[src/sv/bfs_pkg.sv]
`timescale 1ns / 1ps

package bfs_pkg;

  localparam int KIND_W = 2;
  localparam int ITEM_W = 16;
  localparam int CAP_W  = 5;
  localparam int FILL_W = 5;
  localparam int STEP_W = 4;

  localparam logic [CAP_W-1:0] CAP_RESET = 5'd16;

  localparam logic [KIND_W-1:0] K_ENQ  = 2'd0;
  localparam logic [KIND_W-1:0] K_DEQ  = 2'd1;
  localparam logic [KIND_W-1:0] K_FIND = 2'd2;
  localparam logic [KIND_W-1:0] K_PEEK = 2'd3;

  typedef logic [STEP_W-1:0] step_t;

  localparam step_t S_IDLE     = 4'd0;
  localparam step_t S_ENQ      = 4'd1;
  localparam step_t S_DEQ_RD   = 4'd2;
  localparam step_t S_DEQ_POP  = 4'd3;
  localparam step_t S_PK_RD    = 4'd4;
  localparam step_t S_PK_FIRST = 4'd5;
  localparam step_t S_PK_LAST  = 4'd6;
  localparam step_t S_FD_FIRST = 4'd7;
  localparam step_t S_FD_LOOP  = 4'd8;
  localparam step_t S_EMIT     = 4'd9;

  typedef enum logic [2:0] {
    J_NEXT     = 3'd0,
    J_GOTO     = 3'd1,
    J_DISPATCH = 3'd2,
    J_IF_EMPTY = 3'd3,
    J_SCAN     = 3'd4,
    J_WAIT_OUT = 3'd5
  } jump_t;

  typedef enum logic [1:0] {
    RD_HEAD = 2'd0,
    RD_LAST = 2'd1,
    RD_SCAN = 2'd2
  } rd_sel_t;

  typedef struct packed {
    jump_t   jmp;
    step_t   target;
    rd_sel_t rd_sel;
    logic    take;
    logic    enq;
    logic    pop;
    logic    lat_first;
    logic    lat_last;
    logic    scan_first;
    logic    scan_adv;
    logic    cmp;
    logic    emit;
  } ctrl_t;

  typedef struct packed {
    logic              in_valid;
    logic [KIND_W-1:0] kind;
    logic              empty;
    logic              scan_done;
    logic              out_free;
  } stat_t;

  function automatic ctrl_t ucode(input step_t s);
    ctrl_t c;
    c = '{jmp: J_NEXT, target: S_IDLE, rd_sel: RD_HEAD, default: 1'b0};
    unique case (s)
      S_IDLE: begin
        c.take = 1'b1;
        c.jmp  = J_DISPATCH;
      end
      S_ENQ: begin
        c.enq    = 1'b1;
        c.jmp    = J_GOTO;
        c.target = S_EMIT;
      end
      S_DEQ_RD: begin
        c.jmp    = J_IF_EMPTY;
        c.target = S_EMIT;
      end
      S_DEQ_POP: begin
        c.pop    = 1'b1;
        c.jmp    = J_GOTO;
        c.target = S_EMIT;
      end
      S_PK_RD: begin
        c.jmp    = J_IF_EMPTY;
        c.target = S_EMIT;
      end
      S_PK_FIRST: begin
        c.lat_first = 1'b1;
        c.rd_sel    = RD_LAST;
      end
      S_PK_LAST: begin
        c.lat_last = 1'b1;
        c.jmp      = J_GOTO;
        c.target   = S_EMIT;
      end
      S_FD_FIRST: begin
        c.scan_first = 1'b1;
        c.jmp        = J_IF_EMPTY;
        c.target     = S_EMIT;
      end
      S_FD_LOOP: begin
        c.cmp      = 1'b1;
        c.scan_adv = 1'b1;
        c.rd_sel   = RD_SCAN;
        c.jmp      = J_SCAN;
        c.target   = S_EMIT;
      end
      S_EMIT: begin
        c.emit   = 1'b1;
        c.jmp    = J_WAIT_OUT;
        c.target = S_IDLE;
      end
      default: begin
        c.jmp    = J_GOTO;
        c.target = S_IDLE;
      end
    endcase
    return c;
  endfunction

  function automatic step_t entry_of(input logic [KIND_W-1:0] k);
    step_t s;
    unique case (k)
      K_ENQ:   s = S_ENQ;
      K_DEQ:   s = S_DEQ_RD;
      K_FIND:  s = S_FD_FIRST;
      K_PEEK:  s = S_PK_RD;
      default: s = S_IDLE;
    endcase
    return s;
  endfunction

endpackage

[src/sv/bfs_cfg_if.sv]
`timescale 1ns / 1ps

interface bfs_cfg_if;
  logic                       valid;
  logic                       ready;
  logic [bfs_pkg::CAP_W-1:0]  capacity_limit;

  modport source (output valid, capacity_limit, input ready);
  modport sink (input valid, capacity_limit, output ready);
endinterface

[src/sv/bfs_req_if.sv]
`timescale 1ns / 1ps

interface bfs_req_if;
  logic                        valid;
  logic                        ready;
  logic [bfs_pkg::KIND_W-1:0]  kind;
  logic [bfs_pkg::ITEM_W-1:0]  item;

  modport source (output valid, kind, item, input ready);
  modport sink (input valid, kind, item, output ready);
endinterface

[src/sv/bfs_res_if.sv]
`timescale 1ns / 1ps

interface bfs_res_if;
  logic                        valid;
  logic                        ready;
  logic                        ok;
  logic [bfs_pkg::ITEM_W-1:0]  item_out;
  logic [bfs_pkg::ITEM_W-1:0]  last_item;
  logic                        empty_res;
  logic [bfs_pkg::FILL_W-1:0]  fill_level;

  modport source (output valid, ok, item_out, last_item, empty_res, fill_level, input ready);
  modport sink (input valid, ok, item_out, last_item, empty_res, fill_level, output ready);
endinterface

[src/sv/bfs_ram.sv]
`timescale 1ns / 1ps

module bfs_ram #(
  parameter int WIDTH = 16,
  parameter int DEPTH = 16,
  localparam int AW = (DEPTH > 1) ? $clog2(DEPTH) : 1
) (
  input  logic             clk,
  input  logic             we,
  input  logic [AW-1:0]    waddr,
  input  logic [WIDTH-1:0] wdata,
  input  logic [AW-1:0]    raddr,
  output logic [WIDTH-1:0] rdata
);

  logic [WIDTH-1:0] mem [DEPTH];

  always_ff @(posedge clk) begin
    if (we) begin
      mem[waddr] <= wdata;
    end
    rdata <= mem[raddr];
  end

endmodule

[src/sv/bfs_useq.sv]
`timescale 1ns / 1ps

module bfs_useq (
  input  logic           clk,
  input  logic           rst,
  input  bfs_pkg::stat_t stat,
  output bfs_pkg::ctrl_t ctrl
);
  import bfs_pkg::*;

  step_t step;
  step_t step_next;

  assign ctrl = ucode(step);

  always_comb begin
    step_next = step + 4'd1;
    unique case (ctrl.jmp)
      J_NEXT:     step_next = step + 4'd1;
      J_GOTO:     step_next = ctrl.target;
      J_DISPATCH: step_next = stat.in_valid ? entry_of(stat.kind) : step;
      J_IF_EMPTY: step_next = stat.empty ? ctrl.target : step + 4'd1;
      J_SCAN:     step_next = stat.scan_done ? ctrl.target : step;
      J_WAIT_OUT: step_next = stat.out_free ? ctrl.target : step;
      default:    step_next = S_IDLE;
    endcase
  end

  always_ff @(posedge clk) begin
    if (rst) begin
      step <= S_IDLE;
    end else begin
      step <= step_next;
    end
  end

endmodule

[src/sv/bfs_dp.sv]
`timescale 1ns / 1ps

module bfs_dp #(
  parameter int DEPTH = 16,
  parameter int HANDLE_WIDTH = 16
) (
  input  logic           clk,
  input  logic           rst,
  input  bfs_pkg::ctrl_t ctrl,
  output bfs_pkg::stat_t stat,
  bfs_cfg_if.sink        cfg,
  bfs_req_if.sink        req,
  bfs_res_if.source      res
);
  import bfs_pkg::*;

  localparam int AW   = $clog2(DEPTH);
  localparam int CW   = $clog2(DEPTH + 1);
  localparam int SUMW = CW + 1;
  localparam int SW   = (HANDLE_WIDTH < ITEM_W) ? HANDLE_WIDTH : ITEM_W;
  localparam int KW   = (CW > CAP_W) ? CW : CAP_W;

  function automatic logic [AW-1:0] wrap(input logic [SUMW-1:0] s);
    logic [SUMW-1:0] d;
    d = s - SUMW'(DEPTH);
    return (s >= SUMW'(DEPTH)) ? d[AW-1:0] : s[AW-1:0];
  endfunction

  logic [CAP_W-1:0]  cap;
  logic [AW-1:0]     head;
  logic [CW-1:0]     count;
  logic [CW-1:0]     idx;
  logic [AW-1:0]     sptr;
  logic [SW-1:0]     key;
  logic [SW-1:0]     first;
  logic [SW-1:0]     last;
  logic              ok;
  logic              out_valid;
  logic              out_ok;
  logic [ITEM_W-1:0] out_item;
  logic [ITEM_W-1:0] out_last;
  logic              out_empty;
  logic [FILL_W-1:0] out_fill;

  logic              accept;
  logic              not_full;
  logic              do_enq;
  logic              match;
  logic              out_free;
  logic [AW-1:0]     tail_slot;
  logic [AW-1:0]     last_slot;
  logic [AW-1:0]     head_inc;
  logic [AW-1:0]     sptr_inc;
  logic [AW-1:0]     raddr;
  logic [SW-1:0]     rdata;

  assign accept    = ctrl.take && req.valid;
  assign not_full  = (KW'(count) < KW'(cap)) && (count < CW'(DEPTH));
  assign do_enq    = ctrl.enq && not_full;
  assign match     = (rdata == key);
  assign out_free  = !out_valid || res.ready;
  assign tail_slot = wrap(SUMW'(head) + SUMW'(count));
  assign last_slot = wrap(SUMW'(head) + SUMW'(count) - SUMW'(1));
  assign head_inc  = wrap(SUMW'(head) + SUMW'(1));
  assign sptr_inc  = wrap(SUMW'(sptr) + SUMW'(1));

  always_comb begin
    case (ctrl.rd_sel)
      RD_HEAD: raddr = head;
      RD_LAST: raddr = last_slot;
      RD_SCAN: raddr = sptr;
      default: raddr = head;
    endcase
  end

  bfs_ram #(
    .WIDTH(SW),
    .DEPTH(DEPTH)
  ) u_ram (
    .clk  (clk),
    .we   (do_enq),
    .waddr(tail_slot),
    .wdata(key),
    .raddr(raddr),
    .rdata(rdata)
  );

  assign stat.in_valid  = req.valid;
  assign stat.kind      = req.kind;
  assign stat.empty     = (count == '0);
  assign stat.scan_done = match || (idx == count);
  assign stat.out_free  = out_free;

  assign cfg.ready      = !rst;
  assign req.ready      = ctrl.take && !rst;
  assign res.valid      = out_valid;
  assign res.ok         = out_ok;
  assign res.item_out   = out_item;
  assign res.last_item  = out_last;
  assign res.empty_res  = out_empty;
  assign res.fill_level = out_fill;

  always_ff @(posedge clk) begin
    if (rst) begin
      cap       <= CAP_RESET;
      head      <= '0;
      count     <= '0;
      out_valid <= 1'b0;
    end else begin
      if (cfg.valid) begin
        cap <= cfg.capacity_limit;
      end
      if (do_enq) begin
        count <= count + CW'(1);
      end
      if (ctrl.pop) begin
        head  <= head_inc;
        count <= count - CW'(1);
      end
      if (ctrl.emit && out_free) begin
        out_valid <= 1'b1;
      end else if (res.ready) begin
        out_valid <= 1'b0;
      end
    end
  end

  always_ff @(posedge clk) begin
    if (accept) begin
      ok    <= 1'b0;
      first <= '0;
      last  <= '0;
      key   <= req.item[SW-1:0];
    end
    if (do_enq) begin
      ok <= 1'b1;
    end
    if (ctrl.pop) begin
      first <= rdata;
      ok    <= 1'b1;
    end
    if (ctrl.lat_first) begin
      first <= rdata;
    end
    if (ctrl.lat_last) begin
      last <= rdata;
      ok   <= 1'b1;
    end
    if (ctrl.scan_first) begin
      sptr <= head_inc;
      idx  <= CW'(1);
    end
    if (ctrl.scan_adv && (idx < count)) begin
      sptr <= sptr_inc;
      idx  <= idx + CW'(1);
    end
    if (ctrl.cmp && match) begin
      ok <= 1'b1;
    end
    if (ctrl.emit && out_free) begin
      out_ok    <= ok;
      out_item  <= ITEM_W'(first);
      out_last  <= ITEM_W'(last);
      out_empty <= (count == '0);
      out_fill  <= FILL_W'(count);
    end
  end

endmodule

[src/sv/bounded_fifo_with_search.sv]
// Each request runs as a sequence of steps: enqueue writes the item at the tail; dequeue
// reads and pops the head; peek reads the head, then the last entry; contains compares
// one stored entry per cycle, stopping on a hit or after the last entry. On an empty queue
// dequeue, peek and contains go straight to the result, which is registered and shown as
// the steps return to idle, the only step that takes a request; a held result stalls them.
// Reset (synchronous): queue empty, head at slot 0, capacity 16; storage is not cleared.
`timescale 1ns / 1ps

module bounded_fifo_with_search #(
  parameter int DEPTH = 16,
  parameter int HANDLE_WIDTH = 16
) (
  input logic       clk,
  input logic       rst,
  bfs_cfg_if.sink   cfg,
  bfs_req_if.sink   req,
  bfs_res_if.source res
);
  import bfs_pkg::*;

  ctrl_t ctrl;
  stat_t stat;

  bfs_useq u_useq (
    .clk (clk),
    .rst (rst),
    .stat(stat),
    .ctrl(ctrl)
  );

  bfs_dp #(
    .DEPTH(DEPTH),
    .HANDLE_WIDTH(HANDLE_WIDTH)
  ) u_dp (
    .clk (clk),
    .rst (rst),
    .ctrl(ctrl),
    .stat(stat),
    .cfg (cfg),
    .req (req),
    .res (res)
  );

endmodule
[src/flat_wrapper.sv]
// flat-port wrapper written by rule: the top's interface ports become plain ports
module bounded_fifo_with_search_flat import bfs_pkg::*;
#(
  parameter int DEPTH = 16,
  parameter int HANDLE_WIDTH = 16
)
  (clk, rst, cfg_valid, cfg_capacity_limit, cfg_ready, req_valid, req_kind, req_item, req_ready, res_valid, res_ok, res_item_out, res_last_item, res_empty_res, res_fill_level, res_ready);
  bfs_cfg_if cfg_i ();
  bfs_req_if req_i ();
  bfs_res_if res_i ();
  input logic clk;
  input logic rst;
  input wire logic [$bits(cfg_i.valid)-1:0] cfg_valid;
  input wire logic [$bits(cfg_i.capacity_limit)-1:0] cfg_capacity_limit;
  output wire logic [$bits(cfg_i.ready)-1:0] cfg_ready;
  input wire logic [$bits(req_i.valid)-1:0] req_valid;
  input wire logic [$bits(req_i.kind)-1:0] req_kind;
  input wire logic [$bits(req_i.item)-1:0] req_item;
  output wire logic [$bits(req_i.ready)-1:0] req_ready;
  output wire logic [$bits(res_i.valid)-1:0] res_valid;
  output wire logic [$bits(res_i.ok)-1:0] res_ok;
  output wire logic [$bits(res_i.item_out)-1:0] res_item_out;
  output wire logic [$bits(res_i.last_item)-1:0] res_last_item;
  output wire logic [$bits(res_i.empty_res)-1:0] res_empty_res;
  output wire logic [$bits(res_i.fill_level)-1:0] res_fill_level;
  input wire logic [$bits(res_i.ready)-1:0] res_ready;
  assign cfg_i.valid = cfg_valid;
  assign cfg_i.capacity_limit = cfg_capacity_limit;
  assign cfg_ready = cfg_i.ready;
  assign req_i.valid = req_valid;
  assign req_i.kind = req_kind;
  assign req_i.item = req_item;
  assign req_ready = req_i.ready;
  assign res_valid = res_i.valid;
  assign res_ok = res_i.ok;
  assign res_item_out = res_i.item_out;
  assign res_last_item = res_i.last_item;
  assign res_empty_res = res_i.empty_res;
  assign res_fill_level = res_i.fill_level;
  assign res_i.ready = res_ready;
  bounded_fifo_with_search #(.DEPTH(DEPTH), .HANDLE_WIDTH(HANDLE_WIDTH)) u_core (.clk(clk), .rst(rst), .cfg(cfg_i), .req(req_i), .res(res_i));
endmodule
[config.mk]
export PLATFORM = sky130hd
export DESIGN_NAME = bounded_fifo_with_search_flat
export DESIGN_NICKNAME = d
export VERILOG_FILES = /design/src/sv/bfs_pkg.sv /design/src/sv/bfs_cfg_if.sv /design/src/sv/bfs_req_if.sv /design/src/sv/bfs_res_if.sv /design/src/sv/bfs_ram.sv /design/src/sv/bfs_useq.sv /design/src/sv/bfs_dp.sv /design/src/sv/bounded_fifo_with_search.sv /design/src/flat_wrapper.sv
export SDC_FILE = /design/constraint.sdc
export NUM_CORES = 1
export LEC_CHECK = 0
export BUFFER_PORTS_ARGS = -buffer_cell sky130_fd_sc_hd__clkbuf_2
export CORE_ASPECT_RATIO = 0.7
export CORE_UTILIZATION = 25
export DETAILED_ROUTE_END_ITERATION = 10
export HOLD_SLACK_MARGIN = 0.12
export PLACE_DENSITY = 0.49
export REMOVE_ABC_BUFFERS = 1
export SLEW_MARGIN = 10
export SYNTH_ARGS = -nofsm -noshare
export SYNTH_HDL_FRONTEND = slang
export SYNTH_HIERARCHICAL = 1
export SYNTH_SLANG_ARGS = --single-unit
[constraint.sdc]
create_clock -name clk -period 5.2 [get_ports clk]
set_clock_uncertainty 0.05 [all_clocks]
set_input_delay 0.52 -clock clk [delete_from_list [all_inputs] [get_ports clk]]
set_output_delay 0.52 -clock clk [all_outputs]
set_load 0.05 [all_outputs]
* Yosys cells after proc, flatten, opt, wreduce, memory -nomap -nowiden *
Memory sizes are Yosys's and may differ from the RTL's. A register that Yosys moved wholly into a read port is not among the register bits.
Index checks and enable logic that the tools add are counted.

storage, ports and cells
  memory bits (read-only) = 0
  input port bits = 28
  memories kept = 1
  word-level logic and storage cells = 120
  bits in registers = 116
  RAM bits = 256
  latch bits = 0
  output and inout port bits = 42

cells by class
  reduce and logical (&&, ||, !) cells = 24
  divide/modulo/power cells = 0
  $mul = 0
  equal/unequal tests = 24
  $lt $le $gt $ge = 7
  multiplexer cells = 36
  $add $sub $neg = 12
  shift operators = 0
  bitwise gates (word level) = 0

memory list
  memory                 depth  bits a word  rd ports  clocked after memory_dff  write ports  line           source
  u_core.u_dp.u_ram.mem  16     16           1         1                         1            bfs_ram.sv:16  logic [WIDTH-1:0] mem [DEPTH];

operator list
  cell                                                               number
  two-way mux 16 bit                                                 4
  two-way mux 4 bit                                                  11
  one-hot mux 4 bit (6 select lines)                                 1
  two-way mux 5 bit                                                  4
  equality test 16 bit                                               1
  equality test 4 x 3 -> 1 bit, second input constant                4
  one-hot mux 4 bit (4 select lines)                                 1
  subtractor 4 x 1 -> 4 bit, second input constant                   4
  one-hot mux 3 bit (5 select lines)                                 1
  greater-or-equal comparator 6 x 5 -> 1 bit, second input constant  2
  two-way mux 1 bit                                                  11
  adder 4 x 1 -> 5 bit, second input constant                        2
  adder 5 x 1 -> 5 bit, second input constant                        2
  greater-or-equal comparator 5 bit, second input constant           2
  < comparator 5 bit                                                 2
  equality test 4 x 2 -> 1 bit, second input constant                2
  equality test 4 bit, second input constant                         2
  one-hot mux 4 bit (2 select lines)                                 1
  nonzero test 2 bit                                                 4
  logical AND 1 bit                                                  7
  OR reduction 7 bit                                                 1
  adder 4 x 5 -> 6 bit                                               1
  equality test 2 bit, second input constant                         3
  equality test 3 x 2 -> 1 bit, second input constant                2
  other kinds (22)                                                   28

* Depth between registers and ports, before layout *
  word-level depth = 6
  gate-level depth with buffers = 15
  depth with buffers taken out = 11

* By module *
The synthesis kept the hierarchy.

modules (own cells, without submodules)
  module    area an instance (um^2)  times used  cells each  seq. area each (um^2)
  bfs_ram   10,042.1                 1           432         8,007.7
  bfs_dp    4,732.0                  1           333         3,203.1
  bfs_useq  649.4                    1           79          80.1

* Worst setup path after synthesis *
Ideal clock, no wire load.

  path kind = register to register
  start = reg u_core.u_useq.step[0]
  end = mem u_core.u_dp.u_ram.mem[0][0] (enable)
  clock period less this slack = 3.434 ns
  path slack = 1.766 ns
  library setup time = 0.409 ns
  buffers on the path = 0
  required time = 4.741 ns
  arrival = 2.975 ns
  cell stages (with the launch flop) = 8
  cells stage by stage = dfxtp_1 > ha_1 > nor3b_1 > nand3_1 > a31o_2 > inv_1 > or3b_2 > nor3_1

RTL lines
  item                    line            source
  start, declared         bfs_useq.sv:11  step_t step;
  start signal, assigned  bfs_useq.sv:33  step <= step_next;
  end, declared           bfs_ram.sv:16

==> flow_metrics.tcl <==
set metrics [dict create \
    vias 7714 \
    die_w_um 298.6 \
    drt_iter0_drc 604 \
    cts_root_buffer "clkbuf_16" \
    globalplace.congestion 0.7518 \
    crit_type "flip-flop to flip-flop" \
    clkTransAtPathRegs_ns 0.07 \
    place_ws_ns 1.085 \
    antenna_left 0 \
    drc 0 \
    start_util 0.2551 \
    crit_family "compound AO/OA/AOI/OAI gates" \
    fin_ws_ns 1.069 \
    worstReg2RegEnd "u_core/u_dp/u_ram/rdata[14]" \
    report.final.slew_viol_count 0 \
    crit_chain "ha_1 > and3b_1 > inv_1 > ha_1 > o21ai_4 > buf_4 > mux4_2 > a22oi_1 > nand2_1" \
    layout.nets 1019 \
    crit_top_cell "ha_1" \
    regArea_um2 11290 \
    p_leak_uw 0.006069 \
    yosysWarnings 6 \
    overflow 0 \
    crit_slowest_cell "buf_4" \
    clock_sinks 388 \
    cts_tree "built" \
    port_buffers 69 \
    critPathRequiredTime_ns 5.54 \
    fill_cells 5901 \
    die_height_um 209.6 \
    cts_setup_buffers 0 \
    grt_usage 0.1109 \
    dieArea_um2 62590 \
    critPathArrivalTime_ns 4.47 \
    synth_area_per_cell_um2 18.35 \
    fin_util 0.3027 \
    startpoint_type "flip-flop" \
    worst-r2r-setup-slack_ns 1.07 \
    clk_latency_ns 0.54 \
    num_rows 75 \
    vias_per_cell 4.283 \
    place.detailed.hpwl_um 21310 \
    wl_per_cell_um 19.09 \
    max_slew_margin 0.2830 \
    place_inst 1714 \
    multiInputGateArea_um2 3815 \
    cts_buffer_depth 3 \
    final_cells 1801 \
    finalCritPeriodShare 0.7945 \
    antenna_found_initial 0 \
    crit_path_end_kind "flip-flop" \
    hold_start "req_item[8]" \
    power.density_nw_per_um2 455.7 \
    grt_pass1_wl_um 51590 \
    worst-path-max-fanout 29 \
    cts_hold_buf 14 \
    r2r_cells 9 \
    syn_inst 839 \
    finalHoldViolations 0 \
    holdPathEnd "u_core/u_dp/key[8]" \
    cts_htree_levels 2 \
    post_dp_cell_area_um2 16860 \
    tightest_slew_ns 1.071 \
    rsz0062_at_grt "no" \
    max_freq_mhz 242.1 \
    grt_start_max_net_pins 54 \
    critPathBufInv 2 \
    ctsResizeCount 0 \
    reg2reg_from "u_core/u_useq/step[0]" \
    fin_area_um2 18260 \
    grt_pass1_vias 7733 \
    drive_gt1_frac 0.2414 \
    ios 70 \
    status "complete, no violations" \
    syn_area_um2 15390 \
    power_uw 8323 \
    setup_viol 0 \
    wirelength_um 34380 \
    min_period_ns 4.131 \
    whs_path_depth 1 \
    area_delta_synth_final_pct 18.65 \
    hold_path.class "primary input to flip-flop" \
    drv_cap 0 \
    cts_buffers 39 \
    peakVddDrop_mv 0.1878 \
    cp_slowest_stage_delay_ns 0.61 \
    drt-pass1-iter-count 5 \
    coreArea_um2 60340 \
]
## routing by layer
metal  part of all wire  GRT usage  vias to the layer above
met1               0.53     0.1784                     3912
met3              0.057    0.02350                       52
met2               0.39     0.1483                      198
li1                   -          -                     3552
met5                  0          0                        -
met4              0.018    0.02617                        0
## state kept, by name, indices dropped and copies added, names as in the netlist, 16 cells and up
| register | cells |
|---|---|
| u_core/u_dp/first | 16 |
| u_core/u_dp/u_ram/mem | 256 |
| u_core/u_dp/res.item_out | 16 |
| u_core/u_dp/last | 16 |
| u_core/u_dp/key | 16 |
| u_core/u_dp/u_ram/rdata | 16 |
| u_core/u_dp/res.last_item | 16 |
## how the worst max path moves through the flow
| stage | startpoint | end | slack, ns | depth (start not counted) |
|---|---|---|---|---|
| final | u_core/u_useq/step[0] | u_core/u_dp/u_ram/rdata[14] | 1.07 | 9 |
| after floorplan | u_core/u_useq/step[0] | u_core/u_dp/u_ram/rdata[0] | -5.29 | 8 |
| after global routing | u_core/u_useq/step[0] | u_core/u_dp/u_ram/rdata[10] | 0.71 | 9 |
| after global placement | u_core/u_useq/step[0] | u_core/u_dp/u_ram/rdata[10] | 1.09 | 9 |
| after CTS | u_core/u_useq/step[0] | u_core/u_dp/u_ram/rdata[14] | 1.02 | 9 |
| after detailed placement | u_core/u_useq/step[0] | u_core/u_dp/u_ram/rdata[14] | 1.09 | 9 |
## power by group
| group | internal [uW] | leakage [uW] | switching, uW |
|---|---|---|---|
| logic | 520 | 0.00196 | 897 |
| registers | 3870 | 0.00350 | 250 |
| clock network | 1610 | 0.000612 | 1180 |
| total | 5990 | 0.00607 | 2330 |
## per-stage QoR
step	hold slack (ns)	setup TNS (ns)
finish	0.1439	0
floorplan	0.3503	-82.19
detailed placement	0.3545	0
global placement	0.3559	0
global route	0.1356	0
CTS	0.1359	0
## layout make-up
cell class / count / share of cell area
Antenna cell: 3 / 0.0004110
Clock buffer: 53 / 0.05857
Clock inverter: 17 / 0.01034
Inverter: 32 / 0.006577
Multi-Input combinational cell: 382 / 0.2089
Sequential cell: 388 / 0.6182
Tap cell: 808 / 0.05535
Timing Repair Buffer: 118 / 0.04165
## cell usage in the layout (no fill, tap or decap), types with 6 or more instances in the layout
| cell | instances |
|---|---|
| mux4_1 | 10 |
| nor2_1 | 28 |
| edfxtp_1 | 352 |
| mux2i_1 | 10 |
| nand3_1 | 10 |
| o21ai_0 | 9 |
| nand2b_1 | 6 |
| xnor2_1 | 10 |
| nor2b_1 | 21 |
| clkbuf_2 | 69 |
| and2_1 | 23 |
| xor2_1 | 24 |
| a22oi_1 | 35 |
| buf_4 | 34 |
| nand2_1 | 32 |
| inv_1 | 31 |
| mux4_2 | 54 |
| ha_1 | 28 |
| a21oi_1 | 11 |
| dlygate4sd3_1 | 14 |
| dfxtp_1 | 36 |
| clkbuf_1 | 11 |
| clkbuf_16 | 40 |
Note: power is estimated with default switching activity, not from simulation.
